==> src/rtl/lfir_pkg.sv <==
package lfir_pkg;

  localparam int TAPS_DEF           = 7169;
  localparam int COEF_FRAC_BITS_DEF = 15;
  localparam int VALUE_W            = 16;
  localparam int INDEX_W            = 13;
  localparam int SAMPLE_MAX         = 32767;
  localparam int SAMPLE_MIN         = -32768;

  localparam logic CMD_LOAD_COEF = 1'b0;
  localparam logic CMD_SAMPLE    = 1'b1;

  typedef enum logic [2:0] {
    S_IDLE,
    S_RUN,
    S_DRAIN,
    S_ROUND,
    S_DONE
  } lfir_state_t;

  typedef struct packed {
    logic load_coef;
    logic store_prime;
    logic start;
    logic issue;
    logic round;
    logic finish;
  } lfir_cmd_t;

  typedef struct packed {
    logic primed;
    logic last_tap;
    logic pipe_busy;
    logic out_free;
  } lfir_sts_t;

endpackage

==> src/rtl/lfir_ctrl.sv <==
module lfir_ctrl (
  input  logic              clk,
  input  logic              rst,
  input  logic              in_valid,
  input  logic              command,
  input  lfir_pkg::lfir_sts_t sts,
  output lfir_pkg::lfir_cmd_t cmd,
  output logic              in_stall
);
  import lfir_pkg::*;

  lfir_state_t state, state_next;
  logic        accept;

  assign accept   = in_valid && (state == S_IDLE);
  assign in_stall = (state != S_IDLE);

  always_ff @(posedge clk) begin
    if (rst) begin
      state <= S_IDLE;
    end else begin
      state <= state_next;
    end
  end

  always_comb begin
    state_next = state;
    case (state)
      S_IDLE: begin
        if (accept && command == CMD_SAMPLE && sts.primed) begin
          state_next = S_RUN;
        end
      end
      S_RUN: begin
        if (sts.last_tap) begin
          state_next = S_DRAIN;
        end
      end
      S_DRAIN: begin
        if (!sts.pipe_busy) begin
          state_next = S_ROUND;
        end
      end
      S_ROUND: begin
        state_next = S_DONE;
      end
      S_DONE: begin
        if (sts.out_free) begin
          state_next = S_IDLE;
        end
      end
      default: begin
        state_next = S_IDLE;
      end
    endcase
  end

  always_comb begin
    cmd = '0;
    case (state)
      S_IDLE: begin
        cmd.load_coef   = accept && command == CMD_LOAD_COEF;
        cmd.store_prime = accept && command == CMD_SAMPLE && !sts.primed;
        cmd.start       = accept && command == CMD_SAMPLE && sts.primed;
      end
      S_RUN: begin
        cmd.issue = 1'b1;
      end
      S_ROUND: begin
        cmd.round = 1'b1;
      end
      S_DONE: begin
        cmd.finish = sts.out_free;
      end
      default: begin
        cmd = '0;
      end
    endcase
  end

  a_start_primed: assert property (@(posedge clk) disable iff (rst)
    cmd.start |-> sts.primed)
    else $error("mac pass started before history filled");

  a_run_to_drain: assert property (@(posedge clk) disable iff (rst)
    (state == S_RUN && sts.last_tap) |=> (state == S_DRAIN))
    else $error("tap sweep did not end after last tap");

endmodule

==> config.mk <==
export PLATFORM = sky130hd
export DESIGN_NAME = lfir_ctrl
export DESIGN_NICKNAME = d
export VERILOG_FILES = /design/src/rtl/lfir_pkg.sv /design/src/rtl/lfir_ctrl.sv
export SDC_FILE = /design/constraint.sdc
export NUM_CORES = 1
export LEC_CHECK = 0
export ABC_CLOCK_PERIOD_IN_PS = 2500
export BUFFER_PORTS_ARGS = -buffer_cell sky130_fd_sc_hd__buf_2
export CAP_MARGIN = 20
export CORE_AREA = 2 2 39 41
export DETAILED_ROUTE_END_ITERATION = 10
export DIE_AREA = 0 0 41 43
export SLEW_MARGIN = 0
export SYNTH_ARGS = -nofsm -noshare
export SYNTH_HDL_FRONTEND = slang
export SYNTH_SLANG_ARGS = --single-unit
==> constraint.sdc <==
create_clock -name clk -period 2.5 [get_ports clk]
set_input_delay 0.75 -clock clk [delete_from_list [all_inputs] [get_ports clk]]
set_output_delay 0.75 -clock clk [all_outputs]
set_load 0.03 [all_outputs]
### Word level (Yosys, flattened, before mapping)

Cells that the tools add are included.

| storage, ports and cells | value |
|---|---|
| input bits | 8 |
| flip-flop bits (word level) | 3 |
| output and inout port bits | 7 |

| cells by class | value |
|---|---|
| multiplexer cells | 9 |
| equal/unequal tests | 8 |
| reduce and logical (&&, ||, !) cells | 9 |
| bitwise gates (word level) | 1 |

Operators with widths:

| kind | count |
|---|---|
| 3-bit two-way mux | 5 |
| 3-bit one-hot mux with 5 select lines | 1 |
| 3-bit by 2-bit == test with 1-bit output (second input constant) | 2 |
| 2-bit != test (second input constant) | 3 |
| 1-bit logical AND | 5 |
| 4-bit AND reduction | 1 |
| 3-bit by 1-bit == test with 1-bit output (second input constant) | 1 |
| 3-bit == test (second input constant) | 1 |
| 3-bit logical NOT | 1 |
| 1-bit two-way mux | 3 |
| 3-bit nonzero test | 1 |
| 2-bit by 1-bit != test with 1-bit output (second input constant) | 1 |
| 1-bit logical NOT | 1 |
| 1-bit NOT | 1 |

### Logic depth before layout (Yosys ltp)

| logic depth | value |
|---|---|
| depth in word-level cells | 6 |
| depth in mapped cells | 3 |
| mapped depth without buffers | 2 |

### Least setup slack after synthesis

Ideal clock, no wire load.

| timing | value |
|---|---|
| kind | input -> output |
| start | input port in_valid |
| end | output port cmd[4] (netlist name) |
| cell stages on the path | 2 |
| slack | 0.088 ns |
| arrival time | 1.662 ns |
| cell sequence | or4b_4 > nor3b_2 |

RTL lines:

| what | line | source |
|---|---|---|
| start, declared | lfir_ctrl.sv:4 | `input logic in_valid,` |
| end, declared | lfir_ctrl.sv:7 | `output lfir_pkg::lfir_cmd_t cmd,` |

==> flow_summary.yaml <==
layout:
  area_growth_pct: 48.55
  n_fill_cell: 153
  final_cell_mix: "14 x buf_2, 4 x nor2_1, 3 x clkbuf_4, 3 x dfxtp_1"
  register_area_um2: 60.06
  stdcell_count: 56
  layout.nets: 49
  n_antenna_cell: 0
  reg_top3: "state: 3 flops"
  regMostFlops: "state"
  final_common_cell: "buf_2"
  largest_reg_flops: 3
  multi_input_area_um2: 145.1
  drive_gt1_frac: 0.5500
clock_network:
  cts-buffers-inserted: 3
  path_clk_slew_ns: 0.04
  cts_tree: "yes"
  insertion_delay_ns: 0.23
  post_cts_buffers: 0
  cts_hold_buf: 0
  cts_resized: 0
  cts_buffer_depth: 2
  root_buffer: "clkbuf_4"
  htree_num_levels: 1
  cts_sinks: 3
synth:
  synth_seq_area_share: 0.2775
  ys_ff_latch: 3
  synth.top_cell.area_share: 0.2775
  synth_area_um2: 216.5
  synthTopCellsByArea: "dfxtp_1 28%, nor2_1 6.9%, or4b_4 6.4%"
  synth_fp_nets: 31
  synthDistinctLibCells: 18
  yosys.area.top_type: "dfxtp_1"
  postSynthCellCount: 23
  syn-mean-instance-area_um2: 9.411
  yosys_warnings: 0
setup_path:
  path_class: "in2out"
  path_cells: "buf_2 > or4b_4 > nor3b_2 > buf_2"
  cp_top_family: "simple AND/OR/NAND/NOR gates"
  crit_path_frequent_cell: "buf_2"
  cpMaxStageDelayCell: "or4b_4"
  crit-reg2reg-capture: "state[0]"
  ff2ff_setup_slack_ns: 1.40
  critPathBufInv: 2
  cp_data_arrival_time_ns: 1.67
  endpoint_kind: "output pin"
  worstPathMaxFanout: 3
  cp.required_ns: 1.75
  critPathMaxStageDelay_ns: 0.47
  rr_worst_depth: 2
  start_kind: "input pin"
  r2r_start: "state[1]"
floorplanning:
  fp.dieH_um: 43
  initial_core_util: 0.1564
  die_w_um: 41
  io_pins: 15
  core_area_mm2: 0.001384
  die_area_mm2: 0.001763
  num_rows: 14
timing:
  finalWorstSetupSlack_ns: 0.08268
  post-route-period-util: 0.9669
  fin_tns_setup_ns: 0
  min_period_ns: 2.417
  rsz0062_at_grt: "no"
  finalHoldViolCount: 0
  finalSetupViolCount: 0
  slew_headroom: 0.8066
  fmax_ghz: 0.4137
  drv_slew: 0
  clock_skew_ns: 0.003565
  worst_slew_pin_slew_ns: 0.2861
routing:
  ant_nets: 0
  wl_um: 522
  drcViolationCount: 0
  drt-pass1-iter-count: 2
  vias: 228
  wl_per_cell_um: 9.321
  vias_per_cell: 4.071
  first_iter_violations: 2
flow_run:
  drv_cap: 0
worst_hold_path:
  min_to: "state[1]"
  hold_path_startpoint: "state[0]"
  hold_class: "reg2reg"
  holdPathStages: 2
power_and_ir_drop:
  vdd.ir_drop.worst_v: 0.0001735
  leakagePower_nw: 0.1591
  power_density_mw_per_mm2: 597.6
  power.total_uw: 192.1
grt:
  grt_antenna_before_repair: 0
  grt_pass1_vias: 222
  grt_pass1_wl_um: 869
  overflow: 0
  track_usage: 0.07523
  grt_max_degree: 11
place:
  gp_congestion: 0.6406
  port_buffers: 14
  dp_slack_ns: 0.07637
  post-place-cells: 52
status:
  status: "completed"
==> metal layers <==
layer  vias up  global-route usage  share of wire
li1        120                   -              -
met1       100             0.09936           0.44
met2         8             0.08750           0.49
met3         0             0.03665          0.063
met4         0             0.06000              0
met5         -                   0              0
==> worst register-to-register path: stages (launching register included) <==
cell,delay (ns)
dfxtp_1,0.37
or3_1,0.41
o221a_1,0.21
==> through the flow <==
stage            util  hold slack [ns]  area (um2)
5_1_grt        0.2324           0.6801       321.6
6_report       0.2324           0.6057       321.6
3_3_place_gp   0.2134           0.6000       295.3
2_1_floorplan       -           0.5770       216.5
4_1_cts        0.2324           0.6185       321.6
3_5_place_dp   0.2134           0.6127       295.3
==> synthesized netlist by cell type <==
library cell / number
nand3b_1: 1
and4bb_2: 1
or3_1: 1
nor2_1: 4
or2b_1: 1
buf_6: 1
a21boi_1: 1
and3_1: 1
dfxtp_1: 3
o221a_1: 1
nor4b_1: 1
and3b_2: 1
nand2_1: 1
nor3b_2: 1
o21ba_2: 1
or4b_4: 1
a21oi_1: 1
nor3b_1: 1
==> worst max path at each step <==
| stage | start | endpoint | slack [ns] | depth (start not counted) |
|---|---|---|---|---|
| 3_3_place_gp | in_valid | cmd[4] | 0.09 | 4 |
| 3_5_place_dp | in_valid | cmd[4] | 0.08 | 4 |
| 6_report | in_valid | cmd[4] | 0.08 | 4 |
| 2_1_floorplan | in_valid | cmd[4] | 0.09 | 2 |
| 4_1_cts | in_valid | cmd[4] | 0.08 | 4 |
| 5_1_grt | in_valid | cmd[4] | 0.05 | 4 |
==> layout make-up <==
class | count | area share
Timing Repair Buffer | 14 | 0.2179
Sequential cell | 3 | 0.1868
Clock buffer | 4 | 0.08171
Tap cell | 16 | 0.06226
Multi-Input combinational cell | 19 | 0.4514
==> cell families (layout without fill, tap and decap cells) <==
kind of cell | Yosys count | in the layout | share of synthesized area
simple gates | 15 | 15 | 0.5145
compound gates | 4 | 4 | 0.1561
buf+inv | 1 | 18 | 0.05202
flops | 3 | 3 | 0.2775
==> power by group <==
group | leakage (nW) | internal (mW) | switching (mW)
Combinational | 0.120 | 0.0210 | 0.0282
Clock | 0.0150 | 0.0599 | 0.0257
Sequential | 0.0244 | 0.0512 | 0.00618
(Power assumes the default switching activity.)
